[src/hw/rtl/assert_macros.svh]
// Assertion macros shared by the boundary extractor RTL.
// Depends on nothing; taken in by files that carry assertions.
`ifndef ASSERT_MACROS_SVH
`define ASSERT_MACROS_SVH

// property that must hold at every clock edge outside reset
`define VLBE_ASSERT(label, clk, rst, prop, msg) \
   label: assert property (@(posedge clk) disable iff (rst) (prop)) else $error(msg);

// condition that must never be seen outside reset
`define VLBE_NEVER(label, clk, rst, cond, msg) \
   `VLBE_ASSERT(label, clk, rst, !(cond), msg)

`endif

[src/hw/rtl/vlbe_pkg.sv]
// Shared constants, types and helpers of the voxel boundary extractor.
// No dependencies.
package vlbe_pkg;

   localparam int MAX_GRID_DEFAULT   = 64;
   localparam int COORD_BITS_DEFAULT = 16;
   localparam int LABEL_BITS         = 8;
   localparam int GRID_BITS          = 7;
   localparam logic [GRID_BITS-1:0] GRID_RESET = 7'd64;
   localparam int GRID_MIN           = 2;
   localparam int PAIR_ID_BITS       = 15;
   localparam int INDEX_BITS         = 20;
   localparam int AXIS_BITS          = 2;
   localparam int PAIR_SCALE         = 100;
   localparam int QUEUE_DEPTH        = 4;

   typedef enum logic [AXIS_BITS-1:0] {
      AXIS_I = 2'd0,
      AXIS_J = 2'd1,
      AXIS_K = 2'd2
   } axis_type;

   // per queued voxel: which forward pairs differ, and end-of-volume mark
   typedef struct packed {
      logic       vol_end;
      logic [2:0] diff;    // bit0 +i, bit1 +j, bit2 +k
   } entry_ctl_type;

   function automatic logic [PAIR_ID_BITS-1:0] pair_id(
      input logic [LABEL_BITS-1:0] a,
      input logic [LABEL_BITS-1:0] b
   );
      logic [LABEL_BITS-1:0] lo;
      logic [LABEL_BITS-1:0] hi;
      lo = (a < b) ? a : b;
      hi = (a < b) ? b : a;
      return PAIR_ID_BITS'(PAIR_ID_BITS'(lo) * PAIR_ID_BITS'(PAIR_SCALE))
             + PAIR_ID_BITS'(hi);
   endfunction

endpackage

[src/hw/rtl/vlbe_back.sv]
// Back end: walks the differing pairs of each queued voxel and drives the result register.
// Depends on vlbe_pkg and assert_macros.svh.
`include "assert_macros.svh"

module vlbe_back #(
   parameter int COORD_BITS = vlbe_pkg::COORD_BITS_DEFAULT
) (
   input  logic                          clock,
   input  logic                          reset,
   input  logic                          restart,
   input  logic                          head_valid,
   input  vlbe_pkg::entry_ctl_type       head_ctl,
   input  logic [4*(vlbe_pkg::LABEL_BITS+3*COORD_BITS)-1:0] head_data,
   output logic                          pop,
   output logic                          rsp_tvalid,
   input  logic                          rsp_tready,
   output logic [((3*(COORD_BITS+1)+2*vlbe_pkg::LABEL_BITS+vlbe_pkg::PAIR_ID_BITS
                   +vlbe_pkg::INDEX_BITS+7)/8)*8-1:0] rsp_tdata,
   output logic [vlbe_pkg::AXIS_BITS-1:0] rsp_tuser,
   output logic                          rsp_tlast
);

   localparam int LB = vlbe_pkg::LABEL_BITS;
   localparam int MW = LB + 3*COORD_BITS;
   localparam int SW = COORD_BITS + 1;
   localparam int IW = vlbe_pkg::INDEX_BITS;
   localparam int PB = vlbe_pkg::PAIR_ID_BITS;
   localparam int RSP_BITS = ((3*SW + 2*LB + PB + IW + 7)/8)*8;

   logic [2:0]          sent_ff, sent_in;
   logic [2:0]          remain;
   logic [2:0]          sel;
   logic [2:0]          remain_after;
   logic                out_free;
   logic                fire;
   vlbe_pkg::axis_type  axis;
   logic [MW-1:0]       first_word;
   logic [MW-1:0]       second_word;
   logic [IW-1:0]       count_ff, count_in;

   logic                rsp_valid_ff, rsp_valid_in;
   logic [SW-1:0]       mid_x_ff, mid_y_ff, mid_z_ff;
   logic [SW-1:0]       mid_sum [3];
   logic [LB-1:0]       first_ff, second_ff;
   logic [PB-1:0]       pair_ff;
   logic [IW-1:0]       index_ff;
   vlbe_pkg::axis_type  axis_ff;
   logic                last_ff;

   assign remain = head_valid ? (head_ctl.diff & ~sent_ff) : '0;

   // lowest outstanding pair goes first: +i, then +j, then +k
   always_comb begin
      if (remain[0]) begin
         axis = vlbe_pkg::AXIS_I;
         sel  = 3'b001;
      end else if (remain[1]) begin
         axis = vlbe_pkg::AXIS_J;
         sel  = 3'b010;
      end else begin
         axis = vlbe_pkg::AXIS_K;
         sel  = 3'b100;
      end
   end

   assign remain_after = remain & ~sel;
   assign out_free     = !rsp_valid_ff || rsp_tready;
   assign fire         = head_valid && out_free && (remain != '0);
   assign pop          = head_valid && ((remain == '0) || (fire && (remain_after == '0)));

   assign first_word = head_data[MW-1:0];

   always_comb begin
      unique case (axis)
         vlbe_pkg::AXIS_I: second_word = head_data[2*MW-1:MW];
         vlbe_pkg::AXIS_J: second_word = head_data[3*MW-1:2*MW];
         vlbe_pkg::AXIS_K: second_word = head_data[4*MW-1:3*MW];
         default:          second_word = head_data[4*MW-1:3*MW];
      endcase
   end

   for (genvar c = 0; c < 3; c++) begin : g_mid
      logic [COORD_BITS-1:0] ca, cb;
      assign ca = first_word[LB + c*COORD_BITS +: COORD_BITS];
      assign cb = second_word[LB + c*COORD_BITS +: COORD_BITS];
      assign mid_sum[c] = {ca[COORD_BITS-1], ca} + {cb[COORD_BITS-1], cb};
   end

   always_comb begin
      sent_in = sent_ff;
      if (pop) begin
         sent_in = '0;
      end else if (fire) begin
         sent_in = sent_ff | sel;
      end
   end

   always_comb begin
      count_in = count_ff;
      if (restart) begin
         count_in = '0;
      end else if (pop && head_ctl.vol_end) begin
         count_in = '0;
      end else if (fire) begin
         count_in = count_ff + IW'(1);
      end
   end

   always_comb begin
      rsp_valid_in = rsp_valid_ff;
      if (fire) begin
         rsp_valid_in = 1'b1;
      end else if (rsp_tready) begin
         rsp_valid_in = 1'b0;
      end
   end

   always_ff @(posedge clock) begin
      if (reset) begin
         sent_ff      <= '0;
         count_ff     <= '0;
         rsp_valid_ff <= 1'b0;
      end else begin
         sent_ff      <= sent_in;
         count_ff     <= count_in;
         rsp_valid_ff <= rsp_valid_in;
      end
   end

   always_ff @(posedge clock) begin
      if (fire) begin
         mid_x_ff  <= mid_sum[0];
         mid_y_ff  <= mid_sum[1];
         mid_z_ff  <= mid_sum[2];
         first_ff  <= first_word[LB-1:0];
         second_ff <= second_word[LB-1:0];
         pair_ff   <= vlbe_pkg::pair_id(first_word[LB-1:0], second_word[LB-1:0]);
         index_ff  <= count_ff;
         axis_ff   <= axis;
         last_ff   <= (remain_after == '0);
      end
   end

   assign rsp_tvalid = rsp_valid_ff;
   assign rsp_tdata  = RSP_BITS'({index_ff, pair_ff, second_ff, first_ff,
                                  mid_z_ff, mid_y_ff, mid_x_ff});
   assign rsp_tuser  = axis_ff;
   assign rsp_tlast  = last_ff;

   // a result that does not close its run leaves work on the head entry
   `VLBE_ASSERT(a_run_continues, clock, reset,
      (rsp_valid_ff && !last_ff) |-> (head_valid && (remain != '0)),
      "run ended without a closing result")

endmodule

[config.mk]
export PLATFORM = sky130hd
export DESIGN_NAME = vlbe_back
export DESIGN_NICKNAME = d
export VERILOG_FILES = /design/src/hw/rtl/vlbe_pkg.sv /design/src/hw/rtl/vlbe_back.sv
export VERILOG_INCLUDE_DIRS = /design/src /design/src/hw/rtl
export SDC_FILE = /design/constraint.sdc
export NUM_CORES = 1
export LEC_CHECK = 0
export BUFFER_PORTS_ARGS = -buffer_cell sky130_fd_sc_hd__buf_4
export CELL_PAD_IN_SITES_DETAIL_PLACEMENT = 1
export CELL_PAD_IN_SITES_GLOBAL_PLACEMENT = 1
export CORE_ASPECT_RATIO = 1.75
export CORE_MARGIN = 2
export CORE_UTILIZATION = 33
export CTS_CLUSTER_DIAMETER = 100
export DETAILED_ROUTE_END_ITERATION = 8
export PLACE_DENSITY_LB_ADDON = 0.1
export SYNTH_ARGS = -nofsm -noshare
export SYNTH_HDL_FRONTEND = slang
export SYNTH_SLANG_ARGS = --single-unit
[constraint.sdc]
create_clock -name clock -period 6.5 [get_ports clock]
set_input_delay 0.65 -clock clock [delete_from_list [all_inputs] [get_ports clock]]
set_output_delay 0.65 -clock clock [all_outputs]
set_load 0.05 [all_outputs]
# ---- Word-level counts from Yosys, hierarchy flattened
# Index checks and enable logic that the tools add are counted.
dict set report totals {
  register_bits 129
  latch_bits 0
  mem_bits_rw 0
  rom_bits 0
  input_bits 233
  output_inout_bits 109
  elab_cells 50
  memories 0
}
dict set report op_classes {
  addsub 5
  multipliers 1
  div 0
  order_cmp 1
  n_eq_ne 1
  shifts 0
  n_mux 10
  bitwise_logic 5
  reduce_logical 15
}
# op n
set op_table {}
lappend op_table {{56-bit one-hot mux with 2 select lines} 1}
lappend op_table {{16-bit by 16-bit adder with 17-bit output} 3}
lappend op_table {{20-bit by 1-bit adder with 20-bit output (second input constant)} 1}
lappend op_table {{8-bit 2-to-1 mux} 2}
lappend op_table {{15-bit by 8-bit adder with 15-bit output} 1}
lappend op_table {{8-bit by 5-bit multiplier with 13-bit output (second input constant)} 1}
lappend op_table {{3-bit 2-to-1 mux} 3}
lappend op_table {{8-bit less-than comparator} 1}
lappend op_table {{3-bit AND} 2}
lappend op_table {{3-bit zero test} 2}
lappend op_table {{3-bit NOT} 2}
lappend op_table {{1-bit logical AND} 5}
lappend op_table {{2-bit 2-to-1 mux} 2}
lappend op_table {{3-bit bitwise OR} 1}
lappend op_table {{3-bit nonzero test} 1}
lappend op_table {{3-bit OR reduction} 1}
lappend op_table {{2-bit by 1-bit equality test with 1-bit output (second input constant)} 1}
lappend op_table {{2-bit zero test} 1}
lappend op_table {{1-bit logical OR} 2}
lappend op_table {{1-bit 2-to-1 mux} 2}
lappend op_table {{2-bit nonzero test} 1}
lappend op_table {{2-bit OR reduction} 1}
lappend op_table {{1-bit zero test} 1}

# ---- Logic depth before layout (Yosys ltp)
dict set report logic_depth {
  word_depth 13
  ltp_mapped 25
  depth_no_buf 23
}

# ---- Worst setup path after synthesis
# No wires, ideal clock.
dict set report synth_timing {
  kind {input to register}
  startpoint {input port head_ctl[0] in the netlist's numbering}
  endpoint {register pair_ff[14], data pin}
  setup_time_ns 0.268
  arrival_time_ns 5.985
  required_ns 6.232
  slack_ns 0.247
  cell_stages 25
  n_path_buf 2
  cell_sequence {nand2b_1 > nand2_1 > clkbuf_1 > o22ai_1 > a21oi_1 > inv_1 > ha_1 > a21o_1 > a211oi_1 > nand2b_1 > o21ai_1 > buf_2 > mux2_1 > ha_1 > ha_1 > inv_1 > fa_1 > inv_1 > ha_1 > a211oi_2 > nor2_1 > xor2_1 > nand4_2 > a2111oi_4 > xnor3_1}
}
dict set report synth_between {
  elab_chain_len 9
  word_cells_on_any_way 11
  classes_between {add/sub: 1; mul: 1; order compare: 1; eq/ne: 1; mux: 5; bitwise: 1; reduce/logical: 1}
}
# item line
set synth_rtl {}
lappend synth_rtl {{from (decl)} vlbe_back.sv:12} ;# input vlbe_pkg::entry_ctl_type head_ctl,
lappend synth_rtl {{3-bit AND (*)} vlbe_back.sv:50} ;# assign remain = head_valid ? (head_ctl.diff & ~sent_ff) : '0;
lappend synth_rtl {{3-bit 2-to-1 mux (*)} vlbe_back.sv:50}
lappend synth_rtl {{2-bit 2-to-1 mux (*)} vlbe_back.sv:54} ;# if (remain[0]) begin
lappend synth_rtl {{2-bit by 1-bit equality test with 1-bit output / 2-bit zero test (equally long branches)} vlbe_back.sv:74} ;# unique case (axis)
lappend synth_rtl {{56-bit one-hot mux with 2 select lines (*)} vlbe_back.sv:74}
lappend synth_rtl {{via second_word[5]} vlbe_back.sv:38} ;# logic [MW-1:0] second_word;
lappend synth_rtl {{8-bit less-than comparator} {vlbe_pkg.sv:35, vlbe_pkg.sv:36}}
lappend synth_rtl {{8-bit 2-to-1 mux} vlbe_pkg.sv:35} ;# lo = (a < b) ? a : b;
lappend synth_rtl {{8-bit by 5-bit multiplier with 13-bit output} vlbe_pkg.sv:37} ;# return PAIR_ID_BITS'(PAIR_ID_BITS'(lo) * PAIR_ID_BITS'(PAIR_SCALE))
lappend synth_rtl {{15-bit by 8-bit adder with 15-bit output (*)} vlbe_pkg.sv:38} ;# + PAIR_ID_BITS'(hi);
lappend synth_rtl {{to (signal assigned)} vlbe_back.sv:137} ;# pair_ff <= vlbe_pkg::pair_id(first_word[LB-1:0], second_word[LB-1:0]);
lappend synth_rtl {{to (decl)} vlbe_back.sv:45} ;# logic [PB-1:0] pair_ff;
# Mark *: on every way through the listed nets, which the timed path passes. The rest lies on a longest branch.
# A chain may end at the register's enable or synchronous reset.

# ---- Final worst setup path
dict set report layout_timing {
  startpoint {register sent_ff[0]}
  endpoint {register pair_ff[14], data pin}
}
dict set report layout_between {
  elab_chain_len 10
  word_cells_on_any_way 12
  classes_between {add/sub: 1; mul: 1; order compare: 1; eq/ne: 1; mux: 5; bitwise: 2; reduce/logical: 1}
}
# item line
set layout_rtl {}
lappend layout_rtl {{from (decl)} vlbe_back.sv:30} ;# logic [2:0] sent_ff, sent_in;
lappend layout_rtl {{from (signal assigned)} vlbe_back.sv:124} ;# sent_ff <= sent_in;
lappend layout_rtl {{3-bit NOT (*)} vlbe_back.sv:50}
lappend layout_rtl {{3-bit AND (*)} vlbe_back.sv:50}
lappend layout_rtl {{3-bit 2-to-1 mux (*)} vlbe_back.sv:50}
lappend layout_rtl {{2-bit 2-to-1 mux (*)} vlbe_back.sv:54}
lappend layout_rtl {{2-bit by 1-bit equality test with 1-bit output / 2-bit zero test (equally long branches)} vlbe_back.sv:74}
lappend layout_rtl {{56-bit one-hot mux with 2 select lines (*)} vlbe_back.sv:74}
lappend layout_rtl {{via second_word[5]} vlbe_back.sv:38}
lappend layout_rtl {{8-bit less-than comparator} {vlbe_pkg.sv:35, vlbe_pkg.sv:36}}
lappend layout_rtl {{8-bit 2-to-1 mux} vlbe_pkg.sv:35}
lappend layout_rtl {{8-bit by 5-bit multiplier with 13-bit output} vlbe_pkg.sv:37}
lappend layout_rtl {{15-bit by 8-bit adder with 15-bit output (*)} vlbe_pkg.sv:38}
# Marks and branches as above.

==> impl_metrics.env <==
export IMPL_die_h_um=220
export IMPL_placeableCoreArea_mm2=0.0265
export IMPL_layout_setup_ws_ps=492
export IMPL_nFillCells=3080
export IMPL_r2r_start="sent_ff[0]$_SDFFE_PP0P_"
export IMPL_yosys_area_top_type_share_pct=35.7
export IMPL_path_cells="nand2b_4 > buf_4 > o22ai_1 > a21oi_1 > inv_1 > ha_1 > a21o_1 > a211oi_2 > nand2b_1 > o21ai_2 > buf_4 > mux2_1 > ha_1 > ha_1 > inv_1 > fa_1 > inv_1 > ha_1 > a211oi_1 > o21ai_1 > a32oi_2 > nand4_2 > a2111oi_4 > xnor3_1"
export IMPL_syn_inst=891
export IMPL_drv_cap=0
export IMPL_yosys_area_top_type="edfxtp_1"
export IMPL_grt_max_degree=69
export IMPL_required_ps=6700
export IMPL_dpl_worst_slack_ps=-107
export IMPL_critPathMaxStageDelay_ps=500
export IMPL_async_flop_share_pct=0
export IMPL_routabilityCongestion=0.899
export IMPL_power_density_mw_per_mm2=337
export IMPL_p_total_mw=4.22
export IMPL_worstHoldStart="head_data[5]"
export IMPL_path_class="reg2reg"
export IMPL_ant_nets=0
export IMPL_cts_sinks=129
export IMPL_grt_pass1_wl_um=46500
export IMPL_syn_area_per_cell_um2=9.92
export IMPL_viasPerCell=5.20
export IMPL_portBuffers=339
export IMPL_drt_pre_antenna_iters=4
export IMPL_clkLatencyLatePin_ps=450
export IMPL_cts_root_buf="clkbuf_16"
export IMPL_grt_usage_pct=21.7
export IMPL_rr_worst_depth=24
export IMPL_dp_hpwl_um=24500
export IMPL_wl_per_cell_um=19.2
export IMPL_fin_area_mm2=0.0125
export IMPL_htree_levels=4
export IMPL_timing_rr_end="pair_ff[14]$_DFFE_PP_"
export IMPL_antenna_found_initial=0
export IMPL_hp_class="in2reg"
export IMPL_yosys_top_cells_area="edfxtp_1 36%, ha_1 13%, a21oi_1 5.8%"
export IMPL_cts_max_path_buffers=2
export IMPL_cp_slowest_cell="fa_1"
export IMPL_crit_path_frequent_cell="ha_1"
export IMPL_synth_common_cells="120 x nor2_1, 105 x edfxtp_1, 103 x a21oi_1"
export IMPL_synth_most_common_cell="nor2_1"
export IMPL_syn_to_final_growth_pct=41.6
export IMPL_drt_iter0_markers=252
export IMPL_fmax_mhz=166
export IMPL_grt_pass1_vias=8659
export IMPL_outcome="finished clean"
export IMPL_dieArea_mm2=0.0282
export IMPL_path_clk_slew_ps=70
export IMPL_rrSetupSlack_ps=490
export IMPL_crit_fanout=9
export IMPL_boundaryPins=342
export IMPL_ys_ff_latch=129
export IMPL_peakVddDrop_mv=0.398
export IMPL_synth_enable_flop_cells=105
export IMPL_fin_util_pct=47.2
export IMPL_placementRows=79
export IMPL_yosysWarnings=0
export IMPL_layout_drive_gt1_share_pct=33.3
export IMPL_synthesis_area_mm2=0.00884
export IMPL_critPathLaunchType="flop"
export IMPL_fin_crit_ps=6010
export IMPL_arrival_ps=6210
export IMPL_rsz0062_at_grt="no"
export IMPL_ys_dominant_reg_cell="edfxtp_1"
export IMPL_cts_inserted_buffers=17
export IMPL_setup_viol=0
export IMPL_dpl_cell_area_mm2=0.0119
export IMPL_finClkSkew_ps=7.19
export IMPL_cts_tree="built"
export IMPL_min_period_over_period_pct=92.4
export IMPL_slew_headroom_pct=36.2
export IMPL_ys_types=67
export IMPL_leakage_nw=5.49
export IMPL_worst_pin_slew_ps=957
export IMPL_vias=8232
export IMPL_end_kind="flop"
export IMPL_overflow=0
export IMPL_initial_utilization_pct=33.4
export IMPL_crit_end="pair_ff[14]$_DFFE_PP_"
export IMPL_wirelength_um=30400
export IMPL_fin_nets=1577
export IMPL_hold_violations=0
export IMPL_yosysSeqAreaShare_pct=41.1
export IMPL_startpoint="sent_ff[0]$_SDFFE_PP0P_"
export IMPL_n_antenna_cell=0
export IMPL_die_w_um=128
export IMPL_drc=0
export IMPL_maxSlewViolCount=0
==> where the power goes <==
group          internal [mW]  leakage, nW  switching [mW]
Combinational          0.821         3.98            1.27
Sequential              1.10         1.22          0.0414
Clock                  0.546        0.290           0.441
==> registers in the layout, summed over array words and instances (netlist names) <==
| signal | count |
|---|---|
| first_ff | 8 |
| sent_ff | 3 |
| mid_y_ff | 17 |
| count_ff | 20 |
| rsp_tuser | 2 |
| mid_z_ff | 17 |
| second_ff | 8 |
| pair_ff | 15 |
| index_ff | 20 |
| rsp_tvalid | 1 |
| mid_x_ff | 17 |
| rsp_tlast | 1 |
==> layer usage <==
| layer | track usage (%) | share of wire, % | vias up |
|---|---|---|---|
| met1 | 22.3 | 36 | 3905 |
| li1 | - | - | 4044 |
| met4 | 8.68 | 3.0 | 0 |
| met2 | 41.7 | 55 | 242 |
| met5 | 0 | 0 | - |
| met3 | 5.32 | 6.1 | 41 |
==> final cells by class <==
| type | count | area, um^2 | area share [%] |
|---|---|---|---|
| clock buffer | 17 | 425 | 3.40 |
| clock inverter | 15 | 165 | 1.32 |
| inverter | 37 | 139 | 1.11 |
| multi-input combinational | 695 | 4990 | 39.9 |
| sequential | 129 | 3630 | 29.0 |
| tap | 324 | 405 | 3.24 |
| timing repair buffer | 367 | 2760 | 22.0 |
==> through the flow <==
| stage | cells | setup TNS [ps] | hold WS [ps] |
|---|---|---|---|
| 2_1_floorplan | 892 | 0 | 428 |
| 4_1_cts | 1579 | 0 | 385 |
| 6_report | 1584 | 0 | 409 |
| 3_3_place_gp | 1547 | 0 | 444 |
| 5_1_grt | 1584 | 0 | 409 |
| 3_5_place_dp | 1547 | -107 | 454 |
==> what timing repair did <==
action | CTS | global route
gates resized for setup | 0 | 5
hold buffers | 0 | 0
buffers inserted | 0 | 5
setup endpoints to repair | 0 | 2
==> how the worst min path moves through the flow <==
stage / end / slack, ps / cells after the start
floorplan: index_ff[19]$_DFFE_PP_ / 430 / 0
global placement: index_ff[19]$_DFFE_PP_ / 440 / 0
detailed placement: index_ff[19]$_DFFE_PP_ / 450 / 0
CTS: first_ff[5]$_DFFE_PP_ / 390 / 1
global route: first_ff[5]$_DFFE_PP_ / 410 / 1
finish: first_ff[5]$_DFFE_PP_ / 410 / 1
==> critical path, delay by kind of cell, from the launching register on <==
family,cells,cell delay [ps]
adders and majority gates,5,1540
DFF,1,370
AOI/OAI and AO/OA,9,2030
and+or+nand+nor,3,500
xor gates and xnor gates,1,350
muxes,1,390
buffers and inverters,5,570
==> layout by cell type, fill, tap and decap left out, drive strengths merged, types with 8 or more instances in the layout <==
master | synthesis | routed
dfxtp | 24 | 24
nand2 | 30 | 30
o211ai | 8 | 8
edfxtp | 105 | 105
mux2 | 17 | 17
clkbuf | 17 | 17
a21oi | 106 | 106
a21o | 16 | 16
o22ai | 56 | 56
nor3 | 17 | 17
inv | 37 | 47
buf | 14 | 367
mux2i | 8 | 8
xor2 | 27 | 27
nand3 | 14 | 14
nor2b | 10 | 10
nor2 | 120 | 120
o21ai | 25 | 25
ha | 90 | 90
a211oi | 11 | 11
xnor2 | 37 | 37
o21a | 14 | 14
==> cell families after synthesis <==
group / share of synthesized area [%]
AOI/OAI and AO/OA: 19.8
xor gates and xnor gates: 6.60
adders and majority gates: 14.4
buffers and inverters: 3.03
DFF: 41.1
muxes: 3.07
other: 0.0424
and+or+nand+nor: 11.9
(Power assumes the default switching activity.)
