<file path="src/hw/rtl/assert_macros.svh">
// Assertion macros shared by the boundary extractor RTL.
// Depends on nothing; taken in by files that carry assertions.
`ifndef ASSERT_MACROS_SVH
`define ASSERT_MACROS_SVH

// property that must hold at every clock edge outside reset
`define VLBE_ASSERT(label, clk, rst, prop, msg) \
   label: assert property (@(posedge clk) disable iff (rst) (prop)) else $error(msg);

// condition that must never be seen outside reset
`define VLBE_NEVER(label, clk, rst, cond, msg) \
   `VLBE_ASSERT(label, clk, rst, !(cond), msg)

`endif

</file>
<file path="src/hw/rtl/vlbe_pkg.sv">
// Shared constants, types and helpers of the voxel boundary extractor.
// No dependencies.
package vlbe_pkg;

   localparam int MAX_GRID_DEFAULT   = 64;
   localparam int COORD_BITS_DEFAULT = 16;
   localparam int LABEL_BITS         = 8;
   localparam int GRID_BITS          = 7;
   localparam logic [GRID_BITS-1:0] GRID_RESET = 7'd64;
   localparam int GRID_MIN           = 2;
   localparam int PAIR_ID_BITS       = 15;
   localparam int INDEX_BITS         = 20;
   localparam int AXIS_BITS          = 2;
   localparam int PAIR_SCALE         = 100;
   localparam int QUEUE_DEPTH        = 4;

   typedef enum logic [AXIS_BITS-1:0] {
      AXIS_I = 2'd0,
      AXIS_J = 2'd1,
      AXIS_K = 2'd2
   } axis_type;

   // per queued voxel: which forward pairs differ, and end-of-volume mark
   typedef struct packed {
      logic       vol_end;
      logic [2:0] diff;    // bit0 +i, bit1 +j, bit2 +k
   } entry_ctl_type;

   function automatic logic [PAIR_ID_BITS-1:0] pair_id(
      input logic [LABEL_BITS-1:0] a,
      input logic [LABEL_BITS-1:0] b
   );
      logic [LABEL_BITS-1:0] lo;
      logic [LABEL_BITS-1:0] hi;
      lo = (a < b) ? a : b;
      hi = (a < b) ? b : a;
      return PAIR_ID_BITS'(PAIR_ID_BITS'(lo) * PAIR_ID_BITS'(PAIR_SCALE))
             + PAIR_ID_BITS'(hi);
   endfunction

endpackage

</file>
<file path="src/hw/rtl/vlbe_queue.sv">
// Short register queue between the front end and the result sequencer.
// Depends on vlbe_pkg and assert_macros.svh.
`include "assert_macros.svh"

module vlbe_queue #(
   parameter int WIDTH = 8
) (
   input  logic             clock,
   input  logic             reset,
   input  logic             push,
   input  logic [WIDTH-1:0] push_data,
   output logic             full,
   input  logic             pop,
   output logic [WIDTH-1:0] head_data,
   output logic             empty
);

   localparam int DEPTH = vlbe_pkg::QUEUE_DEPTH;
   localparam int PTRW  = $clog2(DEPTH);
   localparam int CW    = $clog2(DEPTH+1);

   logic [WIDTH-1:0] slot_ff [DEPTH];
   logic [PTRW-1:0]  wr_ptr_ff, wr_ptr_in;
   logic [PTRW-1:0]  rd_ptr_ff, rd_ptr_in;
   logic [CW-1:0]    count_ff, count_in;

   assign full      = (count_ff == CW'(DEPTH));
   assign empty     = (count_ff == '0);
   assign head_data = slot_ff[rd_ptr_ff];

   always_comb begin
      wr_ptr_in = push ? PTRW'(wr_ptr_ff + PTRW'(1)) : wr_ptr_ff;
      rd_ptr_in = pop  ? PTRW'(rd_ptr_ff + PTRW'(1)) : rd_ptr_ff;
      count_in  = count_ff;
      if (push && !pop) begin
         count_in = count_ff + CW'(1);
      end else if (pop && !push) begin
         count_in = count_ff - CW'(1);
      end
   end

   always_ff @(posedge clock) begin
      if (push) begin
         slot_ff[wr_ptr_ff] <= push_data;
      end
   end

   always_ff @(posedge clock) begin
      if (reset) begin
         wr_ptr_ff <= '0;
         rd_ptr_ff <= '0;
         count_ff  <= '0;
      end else begin
         wr_ptr_ff <= wr_ptr_in;
         rd_ptr_ff <= rd_ptr_in;
         count_ff  <= count_in;
      end
   end

   `VLBE_NEVER(a_no_overflow, clock, reset, push && full,
      "transfer into a full queue")
   `VLBE_NEVER(a_no_underflow, clock, reset, pop && empty,
      "pop from an empty queue")

endmodule

</file>
<file path="config.mk">
export PLATFORM = sky130hd
export DESIGN_NAME = vlbe_queue
export DESIGN_NICKNAME = d
export VERILOG_FILES = /design/src/hw/rtl/vlbe_pkg.sv /design/src/hw/rtl/vlbe_queue.sv
export VERILOG_INCLUDE_DIRS = /design/src /design/src/hw/rtl
export SDC_FILE = /design/constraint.sdc
export NUM_CORES = 1
export LEC_CHECK = 0
export ABC_CLOCK_PERIOD_IN_PS = 4500
export BUFFER_PORTS_ARGS = -buffer_cell sky130_fd_sc_hd__buf_2
export CORE_MARGIN = 2
export CORE_UTILIZATION = 59
export CTS_CLUSTER_SIZE = 16
export DETAILED_ROUTE_END_ITERATION = 10
export PLACE_DENSITY = 0.82
export SYNTH_ARGS = -nofsm -noshare
export SYNTH_HDL_FRONTEND = slang
export SYNTH_SLANG_ARGS = --single-unit
</file>
<file path="constraint.sdc">
create_clock -name clock -period 4.5 [get_ports clock]
set_input_delay 0.45 -clock clock [delete_from_list [all_inputs] [get_ports clock]]
set_output_delay 0.45 -clock clock [all_outputs]
set_load 0.03 [all_outputs]
</file>
# Word-level counts from Yosys, hierarchy flattened
# Memories as Yosys holds them, arrays and structs flattened. A register that Yosys moved wholly into a read port is not among the register bits.
# Index checks and enable logic that the tools add are counted.
[classes]
add_sub_neg = 4
eq_ne = 1
muxes = 6
n_reduce_logical = 6
[op_table]
columns = ["cell", "n"]
rows = [
  ["two-way mux 3 bit", 2],
  ["adder 2 x 1 -> 2 bit (second input constant)", 2],
  ["two-way mux 2 bit", 2],
  ["adder 3 x 1 -> 3 bit (second input constant)", 1],
  ["== test 3 bit (second input constant)", 1],
  ["logical NOT 3 bit", 1],
  ["subtractor 3 x 1 -> 3 bit (second input constant)", 1],
  ["logical AND 1 bit", 2],
  ["logical NOT 1 bit", 2],
  ["two-way mux 1 bit", 2],
  ["nonzero test 2 bit", 1],
]
[totals]
reg_bits = 7
ramBits = 32
out_inout_bits = 10
wordCells = 21
memories = 1
[mem_list]
columns = ["name", "words", "word_bits", "read_ports", "rd_clocked_by_memory_dff", "wr", "line_no", "text"]
rows = [
  ["slot_ff", 4, 8, 1, 1, 1, "vlbe_queue.sv:22", "logic [WIDTH-1:0] slot_ff [DEPTH];"],
]

# Logic depth before layout (Yosys ltp)
# Gate-level depths: netlist of run 1.
[logic_depth]
ltp_word = 4
mapped_depth = 7
depth_no_buf = 7

# Least setup slack after synthesis of run 1
# OpenSTA, ideal clock, no wires.
[synth_timing]
path_type = "in2reg"
start = "input port pop"
end = "register count_ff[2]"
setup_time_ns = 0.070
arrival_ns = 1.640
path_slack_ns = 2.790
stages = 7
n_path_buf = 0
path_cell_list = "inv_1 -> ha_1 -> inv_1 -> fa_1 -> xor2_1 -> or3_1 -> a21oi_1"
[synth_via]
elab_chain_cells = 3
elab_cells_between_ends = 5
cone_classes = "mux (1); reduce/logical (4)"
[synth_lines]
columns = ["item", "line_no", "text"]
rows = [
  ["from (decl)", "vlbe_queue.sv:13", "input logic pop,"],
  ["logical NOT 1 bit", "vlbe_queue.sv:35", "if (push && !pop) begin"],
  ["logical AND 1 bit", "vlbe_queue.sv:35", ""],
  ["two-way mux 3 bit / nonzero test 2 bit (equally long branches)", "-", ""],
  ["to (signal assigned)", "vlbe_queue.sv:56", "count_ff <= count_in;"],
  ["to (decl)", "vlbe_queue.sv:25", "logic [CW-1:0] count_ff, count_in;"],
]
# Several ways; a longest one is shown, not always the timed one.
# A chain may end at the register's enable or synchronous reset.

==> results of run 1 <==
[cell families after synthesis]
family	Yosys count
DFF	41
AOI/OAI and AO/OA	2
adders and majority gates	6
muxes	10
buffers and inverters	7
xor gates and xnor gates	5
and+or+nand+nor	15
[metrics by stage]
stage / hold WS, ns / area [um2] / instances / setup WS (ns) / power (W)
CTS: 0.297 / 1790 / 142 / 2.21 / 0.000798
floorplan: 0.466 / 1590 / 86 / 2.79 / 0.000540
finish: 0.319 / 1790 / 142 / 2.26 / 0.000790
global placement: 0.478 / 1710 / 134 / 2.60 / 0.000567
detailed placement: 0.526 / 1710 / 134 / 2.46 / 0.000574
global route: 0.295 / 1790 / 142 / 2.13 / 0.000824
[registers in the layout, indices dropped and copies added (netlist names), named ones only]
| name | count |
|---|---|
| slot_ff | 32 |
| count_ff | 3 |
| rd_ptr_ff | 2 |
| wr_ptr_ff | 2 |
[how the worst max path moves through the flow]
| stage | to | slack, ns | cells past startpoint |
|---|---|---|---|
| 2_1_floorplan | count_ff[2] | 2.79 | 7 |
| 3_3_place_gp | head_data[0] | 2.60 | 2 |
| 3_5_place_dp | count_ff[2] | 2.46 | 7 |
| 4_1_cts | head_data[3] | 2.21 | 2 |
| 5_1_grt | head_data[0] | 2.13 | 2 |
| 6_report | head_data[3] | 2.26 | 2 |
[layer usage]
metal  wire [um]  up-vias
met4          46        0
met3          90        6
met1         960      378
li1            -      370
met2        1240       23
met5           0        -
[area by class of cell]
class | count | share of cell area, %
clock buffers | 7 | 4.26
inverters | 4 | 0.837
clock inverters | 1 | 0.419
flip-flops and latches | 41 | 63.6
multi-input cells | 38 | 22.9
repair buffers | 21 | 5.86
well taps | 30 | 2.09
[Yosys cell counts, drive strengths merged]
cell    number  area share, %
edfxtp      32             61
dfxtp        9             11
mux4         8             11
nor2         7            1.7
ha           5            3.9
and2         4            1.6
inv          4           0.95
xor2         3            1.7
clkbuf       2           0.55
mux2i        2            1.3
xnor2        2            1.1
a21oi        1           0.32
buf          1           0.71
fa           1            1.3
nand2        1           0.24
nor3         1           0.32
nor3b        1           0.47
o21ai        1           0.32
or3          1           0.39
[power by group through the flow]
| stage | clock network [W] | logic, W | registers, W |
|---|---|---|---|
| global route | 0.000247 | 0.000123 | 0.000454 |
| detailed placement | 0 | 0.000115 | 0.000460 |
| CTS | 0.000231 | 0.000116 | 0.000451 |
| global placement | 0 | 0.000109 | 0.000458 |
| floorplan | 0 | 0.0000904 | 0.000450 |
| finish | 0.000225 | 0.000114 | 0.000450 |
==> impl_metrics.json, run 1 <==
{
  "cp_top_family": "flip-flops",
  "grt_max_degree": 14,
  "synthToLayoutAreaGrowth_pct": 13.0,
  "reg2reg_slack_ns": 2.92,
  "drive_gt1_share_pct": 33.0,
  "grt.busiest_layer": "met2",
  "post-route-util_pct": 71.1,
  "ys_types": 20,
  "p_per_area_nw_per_um2": 440,
  "first_pass_iters": 4,
  "synth_fa_ha_area_share_pct": 5.21,
  "synth_top_family_by_area": "multiplexers",
  "final_common_cell": "edfxtp_1",
  "clk_path_buf_depth": 2,
  "gp_congestion": 0.703,
  "drt_iter0_drc": 25,
  "synthSimpleGateAreaFrac_pct": 4.65,
  "antenna_left": 0,
  "synth_fp_nets": 104,
  "grt_overflow_total": 0,
  "rr_worst_depth": 4,
  "critical-path-max-stage-delay_ns": 0.68,
  "hold_path_end": "slot_ff[2][4]",
  "p_leak_nw": 0.661,
  "max_cap_viol_count": 0,
  "crit_path_end_kind": "output pin",
  "wl_per_cell_um": 16.5,
  "period_share_pct": 49.8,
  "status": "finished clean",
  "slew_headroom_pct": 64.3,
  "ys_ff_latch": 41,
  "yosys_warnings": 0,
  "switching_share_pct": 25.5,
  "die_w_um": 55.9,
  "crit_arrival_ns": 1.79,
  "whs_path_depth": 1,
  "cts_made_buffers": 5,
  "path_clk_slew_ns": 0.12,
  "initial_core_util_pct": 62.9,
  "clkSinkCount": 41,
  "met3_usage_pct": 4.65,
  "htreeDepth": 2,
  "required_ns": 4.05,
  "pwr-share-seq_pct": 57.0,
  "drc": 0,
  "cts_hold_buf": 0,
  "cts_tree": "yes",
  "nFillCells": 171,
  "num_vias": 777,
  "dp_hpwl_um": 1600,
  "crit_chain": "mux4_2 > buf_2",
  "cts_setup_buffers": 0,
  "coreArea_um2": 2520,
  "cp_max_fo": 8,
  "synthXorXnorAreaFrac_pct": 2.76,
  "r2r_start": "count_ff[0]",
  "grt_pass1_vias": 840,
  "synth_area_um2": 1590,
  "cp-start-kind": "flip-flop",
  "slew_viol_final": 0,
  "antenna_found_initial": 0,
  "finClkSkew_ns": 0.00403,
  "fmaxAchievable_mhz": 446,
  "crit_buf_inv": 1,
  "cts_resized": 0,
  "combPwrFrac_pct": 14.4,
  "layout_min_cycle_time_ns": 2.24,
  "tightest_slew_ns": 0.535,
  "mostFrequentLayoutCells": "edfxtp_1, buf_2, dfxtp_1, mux4_2, nor2_1",
  "clkPwrFrac_pct": 28.5,
  "r2r-end": "count_ff[2]",
  "ys_seq_area_share_pct": 71.9,
  "hold_class": "in2reg",
  "multiInputGateArea_um2": 410,
  "port_buffers": 21,
  "clock_latency_ns": 0.34,
  "nets": 129,
  "global_route.usage.met1_pct": 20.9,
  "grt_use_total_pct": 17.6,
  "max-vdd-ir-drop_uv": 335,
  "via_per_inst": 5.47,
  "die_h_um": 55.9,
  "syn_avg_cell_area_um2": 18.4,
  "rows": 18,
  "p_int_w": 0.000588,
  "worstSetupPathType": "reg2out",
  "use_met2_pct": 29.4,
  "dieArea_um2": 3120,
  "n_antenna_cell": 0,
  "wirelength_um": 2340,
  "setup_viol": 0,
  "hold_start": "push_data[4]",
  "setup_tns_ns": 0,
  "synthMuxAreaShare_pct": 12.6,
  "synth-compound-area-share_pct": 0.631,
  "io-pin-count": 22,
  "synth_cells": 86,
  "power_switching_w": 0.000201,
  "clock-root-buffer": "clkbuf_4",
  "hold_viol_final": 0,
  "ff_latch_area_um2": 1140,
  "grt_pass1_wl_um": 3930,
  "crit_slowest_cell": "dfxtp_1",
  "rsz0062_at_grt": "no"
}
(Power assumes the default switching activity.)
==> run 2: changes to the inputs <==
Settings changed: ABC_CLOCK_PERIOD_IN_PS 4500 to 1890, CORE_UTILIZATION 59 to 50, PLACE_DENSITY 0.82 to 0.74.
Clock period 4.5 ns to 1.89 ns, I/O delays scaled along.
==> run 2 against run 1 <==
Utilization shrank 12 points. Non-clock buffer count grew 1. Critical path type unchanged. Combinational power grew 150%. Design area shrank 0.42%. Clock power grew 78%. Via count grew 2.2%. Sequential share of layout area grew 0.27 points. Sequential cell count is the same. Register-to-register slack lost 2.5 ns. Critical path depth grew 1. Die area grew 17%.
==> impl_metrics.json, run 2 (synthesis gave the netlist of run 1 again) <==
{
  "clock_latency_ns": 0.35,
  "layout_min_cycle_time_ns": 1.80,
  "switching_share_pct": 26.4,
  "hold_viol_final": 0,
  "worstSetupPathType": "reg2out",
  "cp_max_fo": 8,
  "rsz0062_at_grt": "no",
  "p_per_area_nw_per_um2": 976,
  "finClkSkew_ns": 0.0177,
  "gp_congestion": 0.660,
  "mostFrequentLayoutCells": "edfxtp_1, buf_2, dfxtp_1, mux4_2, nor2_1",
  "cts_made_buffers": 5,
  "max-vdd-ir-drop_uv": 506,
  "cts_hold_buf": 0,
  "p_int_w": 0.00128,
  "initial_core_util_pct": 52.4,
  "path_clk_slew_ns": 0.12,
  "grt_pass1_vias": 802,
  "port_buffers": 21,
  "clkSinkCount": 41,
  "required_ns": 1.70,
  "io-pin-count": 22,
  "cp-start-kind": "flip-flop",
  "crit_slowest_cell": "mux4_2",
  "cts_setup_buffers": 0,
  "slew_viol_final": 0,
  "largest_reg_flops": 32,
  "dp_hpwl_um": 1590,
  "largest-register": "slot_ff",
  "dieArea_um2": 3640,
  "fmaxAchievable_mhz": 556,
  "crit_chain": "buf_4 > mux4_2 > buf_2",
  "synthToLayoutAreaGrowth_pct": 12.5,
  "via_per_inst": 5.06,
  "grt_pass1_wl_um": 3640,
  "antenna_left": 0,
  "num_vias": 794,
  "fin_area_um2": 1790,
  "tightest_slew_ns": 0.452,
  "clkPwrFrac_pct": 23.0,
  "reg_top3": "slot_ff (32), count_ff (3)",
  "first_pass_iters": 4,
  "power_switching_w": 0.000459,
  "cts_tree": "yes",
  "setup_viol": 0,
  "pwr-share-seq_pct": 60.9,
  "clk_path_buf_depth": 2,
  "coreArea_um2": 3030,
  "clock-root-buffer": "clkbuf_4",
  "drc": 0,
  "combPwrFrac_pct": 16.1,
  "critical-path-max-stage-delay_ns": 0.53,
  "antenna_found_initial": 0,
  "drt_iter0_drc": 11,
  "cts_resized": 0,
  "die_w_um": 60.3,
  "max_cap_viol_count": 0,
  "hold_class": "in2reg",
  "rows": 20,
  "die_h_um": 60.3,
  "p_leak_nw": 0.656,
  "final_common_cell": "edfxtp_1",
  "setup_tns_ns": 0,
  "n_antenna_cell": 0,
  "placed_area_um2": 1730,
  "grt_use_total_pct": 15.2,
  "wl_per_cell_um": 14.7,
  "grt_max_degree": 13,
  "grt_overflow_total": 0,
  "wirelength_um": 2300,
  "status": "finished clean",
  "drive_gt1_share_pct": 32.7,
  "period_share_pct": 95.2,
  "htreeDepth": 2,
  "crit_arrival_ns": 1.61,
  "slew_headroom_pct": 69.9,
  "crit_path_end_kind": "output pin",
  "nets": 130
}
==> run 2: worst paths after layout <==
| path | cells after the start | end | slack (ns) | from |
|---|---|---|---|---|
| setup / recovery | 3 | head_data[3] | 0.09 | flip-flop |
| hold / removal | 1 | slot_ff[2][2] | 0.05 | push_data[2] |
| setup reg to reg | 4 | count_ff[2] | 0.39 | count_ff[0] |
| hold reg to reg | 2 | flip-flop | 0.53 | rd_ptr_ff[1] |
==> run 2: cell type report <==
type / count / area (um2)
fill: 240 / 1240
sequential: 41 / 1140
multi-input combinational: 38 / 410
timing repair buffer: 22 / 113
tap: 44 / 55.1
clock buffer: 6 / 41.3
inverter: 4 / 15.0
clock inverter: 2 / 10.0
==> run 2: power groups by stage <==
stage                     sequential (W)  clock (W)  combinational, W
after floorplan                  0.00107          0          0.000215
after global placement           0.00108          0          0.000279
after detailed placement         0.00108          0          0.000282
after CTS                        0.00106   0.000414          0.000285
after global routing             0.00107   0.000454          0.000307
final                            0.00106   0.000400          0.000281
==> run 2: routing by layer <==
metal	track usage (%)	wire [um]	vias up
met1	15.4	845	384
met2	25.6	1240	33
met5	0	0	-
met4	9.52	61	0
met3	6.61	158	6
li1	-	-	371
==> run 2: worst max-delay path, delay by kind of cell (launching register included) <==
kind                   cells  cell delay, ns
muxes                      1            0.53
buffers and inverters      2            0.40
DFF                        1            0.33
==> run 2: through the flow <==
stage	hold WS (ns)	cells	worst slack (ns)	total power, W	util (%)
floorplan	0.288	86	0.441	0.00129	-
global placement	0.399	149	0.288	0.00136	57.3
detailed placement	0.410	149	0.211	0.00137	57.3
CTS	0.0382	157	0.0612	0.00176	59.0
global route	0.0343	157	0.0194	0.00183	59.0
finish	0.0487	157	0.0900	0.00174	59.0
==> run 3: changes to the inputs <==
Settings changed: CAP_MARGIN set to 10, SETUP_SLACK_MARGIN set to 0.1.
==> run 3 against run 2 <==
Design area is 0.91% higher. Register-to-register slack barely moved. Setup slack better by 0.066 ns. Total power up 0.55%. First-iteration DRC count is 9.1% higher. Die area unchanged. Highest routed layer unchanged. Utilization increased by 0.54 points. Sequential cell count is the same.
==> impl_metrics.json, run 3 (synthesis gave the netlist of run 1 again) <==
{
  "cts_made_buffers": 5,
  "rr_worst_depth": 4,
  "wl_per_cell_um": 14.6,
  "grt_overflow_total": 0,
  "port_buffers": 21,
  "antenna_found_initial": 0,
  "cts_hold_buf": 0,
  "crit_path_end_kind": "output pin",
  "required_ns": 1.70,
  "drive_gt1_share_pct": 33.6,
  "gp_congestion": 0.660,
  "slew_viol_final": 0,
  "crit_arrival_ns": 1.55,
  "tightest_slew_ns": 0.453,
  "rsz0062_at_grt": "no",
  "nFillCells": 237,
  "layout_min_cycle_time_ns": 1.73,
  "clock-root-buffer": "clkbuf_4",
  "die_w_um": 60.3,
  "crit_buf_inv": 2,
  "ff_latch_area_um2": 1140,
  "placed_cells": 149,
  "synthToLayoutAreaGrowth_pct": 13.6,
  "status": "finished clean",
  "cp-start-kind": "flip-flop",
  "setup_viol": 0,
  "crit_chain": "buf_12 > mux4_2 > buf_2",
  "post-route-util_pct": 59.5,
  "hold_class": "in2reg",
  "largest-register": "slot_ff",
  "p_leak_nw": 0.660,
  "num_vias": 794,
  "finClkSkew_ns": 0.0175,
  "whs_path_depth": 1,
  "dp_hpwl_um": 1590,
  "grt_pass1_wl_um": 3640,
  "nets": 130,
  "multiInputGateArea_um2": 410,
  "critical-path-max-stage-delay_ns": 0.50,
  "switching_share_pct": 26.3,
  "via_per_inst": 5.06,
  "final_common_cell": "edfxtp_1",
  "period_share_pct": 91.8,
  "fmaxAchievable_mhz": 577,
  "hold_start": "push_data[2]",
  "hold_path_end": "slot_ff[2][2]",
  "p_per_area_nw_per_um2": 973,
  "path_clk_slew_ns": 0.12,
  "clkSinkCount": 41,
  "crit_slowest_cell": "mux4_2",
  "worstSetupPathType": "reg2out",
  "hold_slack_ns": 0.0490,
  "coreArea_um2": 3030,
  "antenna_left": 0,
  "pwr-share-seq_pct": 60.7,
  "reg_top3": "slot_ff (32), count_ff (3)",
  "max-vdd-ir-drop_uv": 506,
  "r2r_start": "count_ff[0]",
  "cp_max_fo": 8,
  "power_switching_w": 0.000461,
  "drt_iter0_drc": 12,
  "p_int_w": 0.00129,
  "die_h_um": 60.3,
  "reg2reg_slack_ns": 0.39,
  "cts_setup_buffers": 0,
  "combPwrFrac_pct": 16.5,
  "cts_tree": "yes",
  "wirelength_um": 2300,
  "hold_viol_final": 0,
  "clock_latency_ns": 0.35,
  "clk_path_buf_depth": 2,
  "slew_headroom_pct": 69.8,
  "first_pass_iters": 4,
  "n_antenna_cell": 0,
  "largest_reg_flops": 32,
  "grt_max_degree": 13,
  "rows": 20,
  "r2r-end": "count_ff[2]",
  "max_cap_viol_count": 0,
  "io-pin-count": 22,
  "cp_top_family": "multiplexers",
  "initial_core_util_pct": 52.4,
  "dieArea_um2": 3640,
  "grt_use_total_pct": 15.2,
  "instances_no_fill": 157,
  "htreeDepth": 2,
  "drc": 0,
  "setup_tns_ns": 0,
  "grt_pass1_vias": 802,
  "clkPwrFrac_pct": 22.9,
  "mostFrequentLayoutCells": "edfxtp_1, buf_2, mux4_2, dfxtp_1, nor2_1"
}
run 3: power groups by stage:
stage          clock [W]  combinational [W]  sequential, W
5_1_grt         0.000454           0.000315        0.00107
6_report        0.000401           0.000288        0.00106
4_1_cts         0.000414           0.000288        0.00106
2_1_floorplan          0           0.000215        0.00107
3_3_place_gp           0           0.000279        0.00108
3_5_place_dp           0           0.000282        0.00108
run 3: worst max-delay path by stage:
stage / start / end / slack (ns) / depth (start not counted)
after floorplan: pop / count_ff[2] / 0.44 / 7
after global placement: push / count_ff[2] / 0.29 / 7
after detailed placement: push / count_ff[2] / 0.21 / 7
after CTS: flip-flop / head_data[2] / 0.11 / 3
after global routing: flip-flop / head_data[2] / 0.10 / 3
final: flip-flop / head_data[3] / 0.16 / 3
run 3: final cells by class:
class	count	share of cell area, %
clock inverter	2	0.556
inverter	4	0.833
multi-input combinational	38	22.8
timing repair buffer	22	7.08
sequential	41	63.4
clock buffer	6	2.29
tap	44	3.06
run 3: repair_timing:
item | 4_1_cts | 5_1_grt
endpoints found under the setup margin | 7 | 7
pin swaps | 0 | 0
resized for setup | 3 | 2
run 3: per-layer routing:
metal  track usage, %  routed length, um  vias up
li1                 -                  -      371
met1             15.4                837      385
met2             25.6               1240       32
met3             6.61                157        6
met4             9.52                 61        0
met5                0                  0        -
run 3: worst reg2reg max path, stage by stage (launching register included):
cell	delay [ns]
dfxtp_1	0.37
fa_1	0.45
xor2_1	0.18
or3_1	0.30
a21oi_1	0.14
run 3: metrics by stage:
stage | instance area [um2] | setup WS, ns | power, W
floorplan | 1590 | 0.441 | 0.00129
global placement | 1730 | 0.288 | 0.00136
detailed placement | 1730 | 0.211 | 0.00137
CTS | 1790 | 0.114 | 0.00177
global route | 1800 | 0.101 | 0.00184
finish | 1800 | 0.156 | 0.00175
